File: config.mk
export PLATFORM = sky130hd
export DESIGN_NAME = vector3_normalise_core
export DESIGN_NICKNAME = d
export VERILOG_FILES = /design/src/hw/rtl/vn3_pkg.sv /design/src/hw/rtl/vn3_cmpsub.sv /design/src/hw/rtl/vector3_normalise_core.sv
export VERILOG_INCLUDE_DIRS = /design/src /design/src/hw/rtl
export SDC_FILE = /design/constraint.sdc
export NUM_CORES = 2
export LEC_CHECK = 0
export BUFFER_PORTS_ARGS = -buffer_cell sky130_fd_sc_hd__buf_2
export CORE_ASPECT_RATIO = 0.75
export CORE_UTILIZATION = 30
export DETAILED_ROUTE_END_ITERATION = 16
export GPL_TIMING_DRIVEN = 1
export PLACE_DENSITY = 0.56
export SYNTH_ARGS = -nofsm -noshare
export SYNTH_HDL_FRONTEND = slang
export SYNTH_SLANG_ARGS = --single-unit
File: constraint.sdc
create_clock -name clock -period 13.4 [get_ports clock]
set_clock_uncertainty 0.05 [all_clocks]
set_input_delay 0.67 -clock clock [delete_from_list [all_inputs] [get_ports clock]]
set_output_delay 0.67 -clock clock [all_outputs]
set_load 0.005 [all_outputs]
File: src/hw/rtl/vector3_normalise_core_macros.svh
// Assertion macros shared by the vector normalize RTL.
// Needs a clock named clock and an active-high reset named reset in scope.
`ifndef VECTOR3_NORMALISE_CORE_MACROS_SVH
`define VECTOR3_NORMALISE_CORE_MACROS_SVH

// Check that cons holds in the same cycle as ante
`define VN3_ASSERT_NOW(label, ante, cons) \
   label: assert property (@(posedge clock) disable iff (reset) (ante) |-> (cons)) \
      else $error("vn3 assertion failed");

// Check that cons holds in the cycle after ante
`define VN3_ASSERT_NEXT(label, ante, cons) \
   label: assert property (@(posedge clock) disable iff (reset) (ante) |=> (cons)) \
      else $error("vn3 assertion failed");

`endif

File: src/hw/rtl/vn3_pkg.sv
// Shared constants, state codes and helpers for the vector normalize core.
// No dependencies.
package vn3_pkg;

   localparam int COMP_W  = 32;   // input component width
   localparam int MAG_W   = 32;   // component magnitude width
   localparam int SUM_W   = 64;   // exact sum of squares
   localparam int ROOT_W  = 32;   // floor square root of the sum
   localparam int CMP_W   = 35;   // shared compare-subtract width
   localparam int QUOT_W  = 17;   // unsigned quotient bits
   localparam int OUT_W   = 18;   // signed result component
   localparam int CFG_W   = 16;   // min_length register
   localparam int CNT_W   = 5;
   localparam int IN_DATA_W  = 96;
   localparam int OUT_DATA_W = 56;

   localparam int ROOT_STEPS = 32;
   localparam int DIV_STEPS  = 17;

   localparam logic [OUT_W-1:0] ONE_Q16 = 18'h10000;

   localparam int STATE_W = 3;
   localparam logic [STATE_W-1:0] ST_IDLE   = 3'd0;
   localparam logic [STATE_W-1:0] ST_SQUARE = 3'd1;
   localparam logic [STATE_W-1:0] ST_ROOT   = 3'd2;
   localparam logic [STATE_W-1:0] ST_DIVIDE = 3'd3;
   localparam logic [STATE_W-1:0] ST_FINISH = 3'd4;

   typedef logic [MAG_W-1:0] mag_type;
   typedef logic [OUT_W-1:0] res_type;

   // Magnitude of a two's complement word; the most negative value maps to 2^31
   function automatic mag_type magnitude(input logic [COMP_W-1:0] v);
      magnitude = v[COMP_W-1] ? mag_type'(~v + 1'b1) : mag_type'(v);
   endfunction

endpackage

File: src/hw/rtl/vn3_cmpsub.sv
// Shared compare-subtract unit used by the square root and the divisions.
// Depends on vn3_pkg for the default width.
module vn3_cmpsub import vn3_pkg::*; #(
   parameter int WIDTH = CMP_W
) (
   input  logic [WIDTH-1:0] a_in,
   input  logic [WIDTH-1:0] b_in,
   output logic             ge,
   output logic [WIDTH-1:0] diff
);

   logic [WIDTH:0] full;

   // Subtract once; the borrow gives the compare
   assign full = {1'b0, a_in} - {1'b0, b_in};
   assign ge   = ~full[WIDTH];
   assign diff = full[WIDTH-1:0];

endmodule

File: src/hw/rtl/vector3_normalise_core.sv
// Top level of the vector normalize core: sequencer, multiplier, output register.
// Depends on vn3_pkg, vn3_cmpsub and vector3_normalise_core_macros.svh.
//
//   port group  | dir | contents
//   req_*       | in  | tdata = x_in[31:0], y_in[63:32], z_in[95:64]
//   rsp_*       | out | tdata = x_out, y_out, z_out (18 bits each), tuser = fell_back
//   csr_*       | in  | csr_data = min_length[15:0], always ready
//
// The result word is loaded into the output register after the squares (one
// 32x32 multiplier and a 64-bit accumulator), 32 square root steps and 3 x 17
// division steps on the shared compare-subtract unit. A fallback vector skips
// the divisions. req_tready is high only when the sequencer is idle. A result
// stalled on rsp_tready holds the next vector in its last cycle. Reset is
// synchronous.
`include "vector3_normalise_core_macros.svh"
module vector3_normalise_core import vn3_pkg::*; (
   input  logic                  clock,
   input  logic                  reset,
   input  logic                  req_tvalid,
   output logic                  req_tready,
   input  logic [IN_DATA_W-1:0]  req_tdata,   // x_in, y_in, z_in from bit 0
   output logic                  rsp_tvalid,
   input  logic                  rsp_tready,
   output logic [OUT_DATA_W-1:0] rsp_tdata,   // x_out, y_out, z_out from bit 0, 2 pad
   output logic                  rsp_tuser,   // fell_back
   input  logic                  csr_valid,
   output logic                  csr_ready,
   input  logic [CFG_W-1:0]      csr_data     // min_length
);

   logic [STATE_W-1:0]    state_ff, state_in;
   logic [CNT_W-1:0]      cnt_ff, cnt_in;
   logic [1:0]            comp_ff, comp_in;
   mag_type               mag_ff [3];
   mag_type               mag_in [3];
   logic [2:0]            neg_ff, neg_in;
   logic [SUM_W-1:0]      prod_ff, prod_in;
   logic [SUM_W-1:0]      sum_ff, sum_in;
   logic [CMP_W-1:0]      rem_ff, rem_in;
   logic [ROOT_W-1:0]     root_ff, root_in;
   logic [QUOT_W-1:0]     quot_ff, quot_in;
   res_type               res_ff [3];
   res_type               res_in [3];
   logic                  fallback_ff, fallback_in;
   logic [CFG_W-1:0]      min_length_ff, min_length_in;
   logic                  rsp_valid_ff, rsp_valid_in;
   logic [OUT_DATA_W-1:0] rsp_data_ff, rsp_data_in;
   logic                  rsp_user_ff, rsp_user_in;

   mag_type               mul_op;
   mag_type               div_mag;
   mag_type               next_mag;
   logic [CMP_W-1:0]      alu_a, alu_b, alu_diff;
   logic                  alu_ge;
   logic [ROOT_W-1:0]     root_fin;
   logic [QUOT_W-1:0]     quot_fin;
   res_type               quot_ext, res_val;

   assign req_tready = (state_ff == ST_IDLE);
   assign csr_ready  = 1'b1;
   assign rsp_tvalid = rsp_valid_ff;
   assign rsp_tdata  = rsp_data_ff;
   assign rsp_tuser  = rsp_user_ff;

   // Select the multiplier operand by step
   always_comb begin
      case (cnt_ff[1:0])
         2'd0:    mul_op = mag_ff[0];
         2'd1:    mul_op = mag_ff[1];
         2'd2:    mul_op = mag_ff[2];
         default: mul_op = '0;
      endcase
   end

   // Select the current and the next dividend magnitude
   always_comb begin
      case (comp_ff)
         2'd0: begin
            div_mag  = mag_ff[0];
            next_mag = mag_ff[1];
         end
         2'd1: begin
            div_mag  = mag_ff[1];
            next_mag = mag_ff[2];
         end
         2'd2: begin
            div_mag  = mag_ff[2];
            next_mag = '0;
         end
         default: begin
            div_mag  = '0;
            next_mag = '0;
         end
      endcase
   end

   // Feed the shared unit: root trial in ROOT, divisor compare otherwise
   always_comb begin
      if (state_ff == ST_ROOT) begin
         alu_a = {rem_ff[CMP_W-3:0], sum_ff[SUM_W-1:SUM_W-2]};
         alu_b = {1'b0, root_ff, 2'b01};
      end else begin
         alu_a = (cnt_ff == '0) ? rem_ff : {rem_ff[CMP_W-2:0], 1'b0};
         alu_b = {{(CMP_W-ROOT_W){1'b0}}, root_ff};
      end
   end

   vn3_cmpsub #(.WIDTH(CMP_W)) u_cmpsub (
      .a_in (alu_a),
      .b_in (alu_b),
      .ge   (alu_ge),
      .diff (alu_diff)
   );

   assign root_fin = {root_ff[ROOT_W-2:0], alu_ge};
   assign quot_fin = {quot_ff[QUOT_W-2:0], alu_ge};
   assign quot_ext = {1'b0, quot_fin};
   assign res_val  = neg_ff[comp_ff] ? res_type'(~quot_ext + 1'b1) : quot_ext;

   // Sequencer and datapath next values
   always_comb begin
      state_in      = state_ff;
      cnt_in        = cnt_ff;
      comp_in       = comp_ff;
      mag_in        = mag_ff;
      neg_in        = neg_ff;
      prod_in       = SUM_W'(mul_op) * SUM_W'(mul_op);
      sum_in        = sum_ff;
      rem_in        = rem_ff;
      root_in       = root_ff;
      quot_in       = quot_ff;
      res_in        = res_ff;
      fallback_in   = fallback_ff;
      min_length_in = min_length_ff;
      rsp_valid_in  = rsp_valid_ff & ~rsp_tready;
      rsp_data_in   = rsp_data_ff;
      rsp_user_in   = rsp_user_ff;

      if (csr_valid) begin
         min_length_in = csr_data;
      end

      case (state_ff)
         ST_IDLE: begin
            if (req_tvalid) begin
               mag_in[0] = magnitude(req_tdata[31:0]);
               mag_in[1] = magnitude(req_tdata[63:32]);
               mag_in[2] = magnitude(req_tdata[95:64]);
               neg_in    = {req_tdata[95], req_tdata[63], req_tdata[31]};
               cnt_in    = '0;
               sum_in    = '0;
               rem_in    = '0;
               root_in   = '0;
               state_in  = ST_SQUARE;
            end
         end
         ST_SQUARE: begin
            // Accumulate the registered product of the previous component
            if (cnt_ff != '0) begin
               sum_in = sum_ff + prod_ff;
            end
            cnt_in = cnt_ff + 1'b1;
            if (cnt_ff == CNT_W'(3)) begin
               cnt_in   = '0;
               state_in = ST_ROOT;
            end
         end
         ST_ROOT: begin
            // One root bit a step, two sum bits shifted in
            rem_in  = alu_ge ? alu_diff : alu_a;
            root_in = root_fin;
            sum_in  = {sum_ff[SUM_W-3:0], 2'b00};
            cnt_in  = cnt_ff + 1'b1;
            if (cnt_ff == CNT_W'(ROOT_STEPS - 1)) begin
               cnt_in  = '0;
               comp_in = '0;
               quot_in = '0;
               rem_in  = {{(CMP_W-MAG_W){1'b0}}, mag_ff[0]};
               if (root_fin <= {{(ROOT_W-CFG_W){1'b0}}, min_length_ff}) begin
                  fallback_in = 1'b1;
                  state_in    = ST_FINISH;
               end else begin
                  fallback_in = 1'b0;
                  state_in    = ST_DIVIDE;
               end
            end
         end
         ST_DIVIDE: begin
            // One quotient bit a step, restoring
            rem_in  = alu_ge ? alu_diff : alu_a;
            quot_in = quot_fin;
            cnt_in  = cnt_ff + 1'b1;
            if (cnt_ff == CNT_W'(DIV_STEPS - 1)) begin
               case (comp_ff)
                  2'd0:    res_in[0] = res_val;
                  2'd1:    res_in[1] = res_val;
                  default: res_in[2] = res_val;
               endcase
               cnt_in  = '0;
               quot_in = '0;
               rem_in  = {{(CMP_W-MAG_W){1'b0}}, next_mag};
               comp_in = comp_ff + 1'b1;
               if (comp_ff == 2'd2) begin
                  state_in = ST_FINISH;
               end
            end
         end
         ST_FINISH: begin
            // Load the output register once it is free
            if (!rsp_valid_ff || rsp_tready) begin
               rsp_valid_in = 1'b1;
               rsp_user_in  = fallback_ff;
               if (fallback_ff) begin
                  rsp_data_in = {2'b00, {(2*OUT_W){1'b0}}, ONE_Q16};
               end else begin
                  rsp_data_in = {2'b00, res_ff[2], res_ff[1], res_ff[0]};
               end
               state_in = ST_IDLE;
            end
         end
         default: begin
            state_in = ST_IDLE;
         end
      endcase
   end

   // Registers: control cleared by reset, payload free running
   always_ff @(posedge clock) begin
      if (reset) begin
         state_ff      <= ST_IDLE;
         rsp_valid_ff  <= 1'b0;
         min_length_ff <= '0;
      end else begin
         state_ff      <= state_in;
         rsp_valid_ff  <= rsp_valid_in;
         min_length_ff <= min_length_in;
      end
      cnt_ff      <= cnt_in;
      comp_ff     <= comp_in;
      mag_ff      <= mag_in;
      neg_ff      <= neg_in;
      prod_ff     <= prod_in;
      sum_ff      <= sum_in;
      rem_ff      <= rem_in;
      root_ff     <= root_in;
      quot_ff     <= quot_in;
      res_ff      <= res_in;
      fallback_ff <= fallback_in;
      rsp_data_ff <= rsp_data_in;
      rsp_user_ff <= rsp_user_in;
   end

   // Checks
   `VN3_ASSERT_NOW(fallback_word_is_unit_x, rsp_tvalid && rsp_tuser,
      rsp_tdata[17:0] == ONE_Q16 && rsp_tdata[53:18] == '0)
   `VN3_ASSERT_NEXT(accept_starts_squares, req_tvalid && req_tready,
      state_ff == ST_SQUARE && cnt_ff == '0)
   `VN3_ASSERT_NOW(divide_rem_below_divisor, state_ff == ST_DIVIDE,
      rem_ff[CMP_W-1:ROOT_W] == '0 && rem_ff[ROOT_W-1:0] <= root_ff)
   `VN3_ASSERT_NOW(x_out_in_unit_range, rsp_tvalid && !rsp_tuser,
      rsp_tdata[17] == rsp_tdata[16] || rsp_tdata[15:0] == '0)

endmodule

After elaboration in Yosys (flattened, before gate mapping)

Cells that the tools add are included.

Input bits: 117
Output and inout bits: 60
Flip-flop bits (word level): 449

$lt $le $gt $ge: 2
Bitwise operators: 8
$mul: 1
Muxes and demuxes: 43
Equality and inequality tests: 18
Reduce and logical (&&, ||, !) cells: 26
Add/subtract/negate cells: 8

Operator list:

| cell                                           | count |
|---|---|
| 2-to-1 mux 35 bit                              | 6 |
| case mux 64 bit (3 select lines)               | 1 |
| 2-to-1 mux 64 bit                              | 2 |
| case mux 32 bit (2 select lines)               | 2 |
| case mux 35 bit (3 select lines)               | 1 |
| adder 32 x 1 -> 32 bit (second input constant) | 3 |
| inverter 32 bit                                | 3 |
| case mux 32 bit (3 select lines)               | 1 |
| 2-to-1 mux 31 bit                              | 3 |
| adder 64 bit                                   | 1 |
| multiplier 32 x 32 -> 64 bit                   | 1 |
| subtractor 35 x 34 -> 36 bit                   | 1 |
| 2-to-1 mux 34 bit                              | 1 |
| <= comparator 32 x 16 -> 1 bit                 | 1 |
| 2-to-1 mux 16 bit                              | 2 |
| 2-to-1 mux 32 bit                              | 1 |
| case mux 16 bit (2 select lines)               | 1 |
| 2-to-1 mux 3 bit                               | 7 |
| 2-to-1 mux 5 bit                               | 4 |
| case mux 5 bit (4 select lines)                | 1 |
| adder 18 x 1 -> 18 bit (second input constant) | 1 |
| 2-to-1 mux 18 bit                              | 1 |
| inverter 17 -> 18 bit                          | 1 |
| case mux 3 bit (5 select lines)                | 1 |
| 31 further kinds                               | 59 |

Longest topological paths before layout

Depth after elaboration: 9
Gate-level depth with buffers: 39
Mapped depth without buffers: 35

Cells and area by module

A second synthesis with hierarchy kept.

Cell total of the unflattened synthesis: 5709
Area, all modules: 54456.0 um^2

Modules (own cells, without submodules):

| module                 | cells an instance | area an instance (um^2) | instances | sequential area each (um^2) |
|---|---|---|---|---|
| vector3_normalise_core | 5383              | 52328.9                 | 1         | 12562.0 |
| vn3_cmpsub             | 326               | 2127.0                  | 1         | 0.0 |

Worst setup path before layout

OpenSTA, ideal clock, no wires.

Path type: register to register
Start point: reg cnt_ff[0]
End point: reg prod_ff[63]
Period minus slack after synthesis: 9.403 ns
Path slack: 3.997 ns
Data arrival time: 9.233 ns
Path buffers: 3
Cell stages (with the launch flop): 36
Data required time: 13.230 ns
Cell sequence: edfxtp_1 -> inv_1 -> ha_1 -> clkbuf_1 -> clkbuf_1 -> clkbuf_1 -> a22oi_1 -> and2_1 -> nor2_1 -> clkinv_1 -> nor2_1 -> inv_1 -> fa_1 -> fa_1 -> inv_1 -> fa_1 -> inv_1 -> fa_1 -> inv_1 -> fa_1 -> fa_1 -> fa_1 -> inv_1 -> fa_1 -> inv_1 -> ha_1 -> a21oi_1 -> o21ai_0 -> or3_1 -> a31oi_1 -> or4b_2 -> a31oi_1 -> o311ai_0 -> a211oi_1 -> a21oi_1 -> xnor2_1

Word-level cells in the longest chain between the ends: 3
Elaborated cells on any way between the ends: 5
Those cells by class: 1 x mul; 2 x eq/ne; 1 x mux; 1 x reduce/logical

RTL lines:

| element                                     | line                          | text |
|---|---|---|
| start, declared                             | vector3_normalise_core.sv:32  | `logic [CNT_W-1:0] cnt_ff, cnt_in;` |
| start signal, assigned                      | vector3_normalise_core.sv:238 | `cnt_ff <= cnt_in;` |
| equality test 2 bit (tied with other cells) | vector3_normalise_core.sv:67  | `case (cnt_ff[1:0])` |
| case mux 32 bit (3 select lines) (*)        | vector3_normalise_core.sv:67  |  |
| multiplier 32 x 32 -> 64 bit (*)            | vector3_normalise_core.sv:127 | `prod_in = SUM_W'(mul_op) * SUM_W'(mul_op);` |
| via prod_in[63]                             | vector3_normalise_core.sv:37  | `logic [SUM_W-1:0] prod_ff, prod_in;` |
| end signal, assigned                        | vector3_normalise_core.sv:242 | `prod_ff <= prod_in;` |
| end, declared                               | vector3_normalise_core.sv:37  |  |

Mark *: on every way through the listed nets, which the timed path passes. The rest lies on a longest branch.
A chain may end at the register's enable or synchronous reset.

Worst setup path in the final report

Same ends and word-level chain as after synthesis.

==> run summary <==
Post-Synthesis Cells = 5631
Crit path time final = 12.13 ns
Die Wd = 492 um
Initial antenna violation count = 6
Number of synthesized register bits = 446
Slowest-stage cell, CP = inv_1
Share of layout cells above drive strength 1 = 6.85%
Cells taking the most area after synthesis = fa_1, edfxtp_1, ha_1
Met1 wire length = 82400 um
Vias = 40669
Hold_buf cts = 0
Pre-CTS WS = 1.55 ns
Mapped Area = 53900 sq um
H-tree depth = 2
Gr usage total = 19.2%
Mean Syn Cell Area = 9.58 sq um
GRT overflow = 0
Die Ht = 369 um
Final hold violations = 0
Most frequent cell after synthesis = inv_1
Non-Filler Instances = 8133
CTS tree = yes
Final TNS setup = 0 ns
Max FO, Critical Path = 22
Reg2reg path depth = 29
Cts repair resizes = 0
Maxcap violations = 0
Share of the yosys chip area belonging to registers = 23.3%
Met2 wire length = 70800 um
WL met3 = 17900 um
Core Util, Final = 33.3%
Clock root cell = clkbuf_16
Critical R2R Launch = cnt_ff[0]
RSZ-0062 raised after global routing = false
First-pass GRT wire length = 264000 um
RR Endpoint = prod_ff[63]
Post-route ant nets = 0
Setup crit end kind = flop
Commonest cells in the netlist = inv_1, fa_1, nand2_1, nor2_1, ha_1
Number of CTS-inserted buffers = 51
Max layer used = met5
Slew margin rel. = 4.48%
Setup ws final = 1.27 ns
Post-synth ARST share = 0%
Buf/Inv on CP = 7
Crit path DAT = 12.61 ns
Port buffer count = 173
Initial core utilization = 30.3%
Distinct cell type count after synthesis = 83
Cell taking the most area after synthesis = fa_1
Wirelength per Cell = 21.5 um
CTS Sinks = 446
DRC violations left = 0
Number of flops mapped to enable cells by yosys = 363
Post CTS Setup Buffer Count = 0
I/O pins = 177
Yosys top cell area share = 29.6%
Final setup viols = 0
Drt first pass iters = 9
Placed Cells = 8035
Pin count of the biggest net entering global routing = 77
Max stage delay on crit path = 1.20 ns
DP HPWL = 142000 um
Number of global-route vias before repair = 41350
Slew Limit Fails = 0
Die area = 182000 sq um
Routed WL = 175000 um
Clk buf depth = 3
Hold path startpoint = req_tdata[32]
CP Class = reg -> reg
Area growth syn-to-layout = 10.0%
FF-to-FF setup slack = 1.27 ns
Fmax = 82.4 MHz
Most used cell, CP = fa_1
Final nets = 7029
GPL Wtd Cong = 0.977
Critical path data required time = 13.88 ns
Clk Latency, worst-skew pair = 0.68 ns
DR iter-0 viols = 4132
Vias per inst = 5.00
Outcome = finished, final reports clean
Hold Path Cell Cnt = 1
Fin crit share = 90.5%
Num rows = 134
Worst hold path class = in -> reg
Critical path's top delay family = adder cells
Ys flop type = edfxtp_1
Synth Warn # = 0
Worst Tran Pin Value = 1.43 ns
Crit path launch type = flop
Hold endpoint = mag_ff[32]
Core ar. = 178000 sq um
Clk pin slew, worst setup/hold paths = 0.07 ns
==> kinds of logic (layout without fill, tap and decap cells) <==
| kind of cell | count (synthesis) | count (layout) | synth area share [%] |
|---|---|---|---|
| AOI/OAI and AO/OA | 915 | 915 | 10.8 |
| xor gates and xnor gates | 280 | 280 | 4.55 |
| adders and majority gates | 1204 | 1204 | 39.0 |
| buffers and inverters | 1314 | 1432 | 9.18 |
| DFF | 446 | 446 | 23.3 |
| muxes | 66 | 66 | 1.23 |
| other | 2 | 6 | 0.0139 |
| and+or+nand+nor | 1404 | 1404 | 11.9 |
==> worst reg2reg max path: cells and delay by family, from the launching register on <==
family | cells | cell delay, ns
adder cells (fa/ha/maj) | 10 | 5.07
AND/OR/NAND/NOR | 6 | 2.36
AO/OA/AOI/OAI | 5 | 2.20
buffers and inverters | 7 | 1.79
flip-flops | 1 | 0.43
XOR/XNOR | 1 | 0.14
==> how the worst max path moves through the flow <==
stage          startpoint           to  slack, ns  cells past startpoint
2_1_floorplan   cnt_ff[0]  prod_ff[63]       4.00                     35
3_3_place_gp    cnt_ff[0]  prod_ff[63]       1.56                     29
3_5_place_dp    cnt_ff[0]  prod_ff[63]       1.55                     29
4_1_cts         cnt_ff[0]  prod_ff[63]       1.50                     29
5_1_grt         cnt_ff[0]  prod_ff[63]       1.02                     29
6_report        cnt_ff[0]  prod_ff[63]       1.27                     29
==> metrics by stage <==
| step | hold WS, ns | cell area [sq um] |
|---|---|---|
| 2_1_floorplan | 0.410 | 54000 |
| 3_3_place_gp | 0.428 | 57500 |
| 3_5_place_dp | 0.436 | 57500 |
| 4_1_cts | 0.143 | 59300 |
| 5_1_grt | 0.159 | 59300 |
| 6_report | 0.188 | 59300 |
==> sequential cells by signal, summed over array words and instances (netlist names) <==
signal / cells
prod_ff: 63
neg_ff: 3
root_ff: 32
fallback_ff: 1
rem_ff: 35
rsp_tuser: 1
state_ff: 3
quot_ff: 16
min_length_ff: 16
sum_ff: 64
res_ff: 54
cnt_ff: 5
mag_ff: 96
rsp_tdata: 54
rsp_tvalid: 1
comp_ff: 2
==> cell usage in the layout, fill, tap and decap left out, types with 52 or more instances in the layout <==
master,count
a21o_1,92
a21oi_1,237
o21ai_0,254
fa_1,797
nor2_1,421
xor2_1,83
inv_1,1084
edfxtp_1,363
clkbuf_16,52
nor2b_1,79
buf_2,173
and2_1,53
and3_1,52
xnor2_1,197
dfxtp_1,83
ha_1,406
buf_4,74
mux2i_1,63
nand2_1,523
==> layout make-up <==
class | count | area (sq um)
fillers | 18340 | 119000
multi-input cells | 3872 | 36500
flip-flops and latches | 446 | 12600
inverters | 1090 | 4090
well taps | 2380 | 2980
repair buffers | 247 | 1420
clock buffers | 62 | 1410
clock inverters | 33 | 392
diodes | 3 | 7.51
==> routing by layer <==
layer	vias to the layer above	global-route usage (%)
met3	204	5.20
met4	8	4.15
met2	1659	27.3
met5	-	0
li1	18400	-
met1	20398	28.6
Power is not shown: default switching activity piles up to over one toggle a cycle in this logic, so the estimate is an artifact.
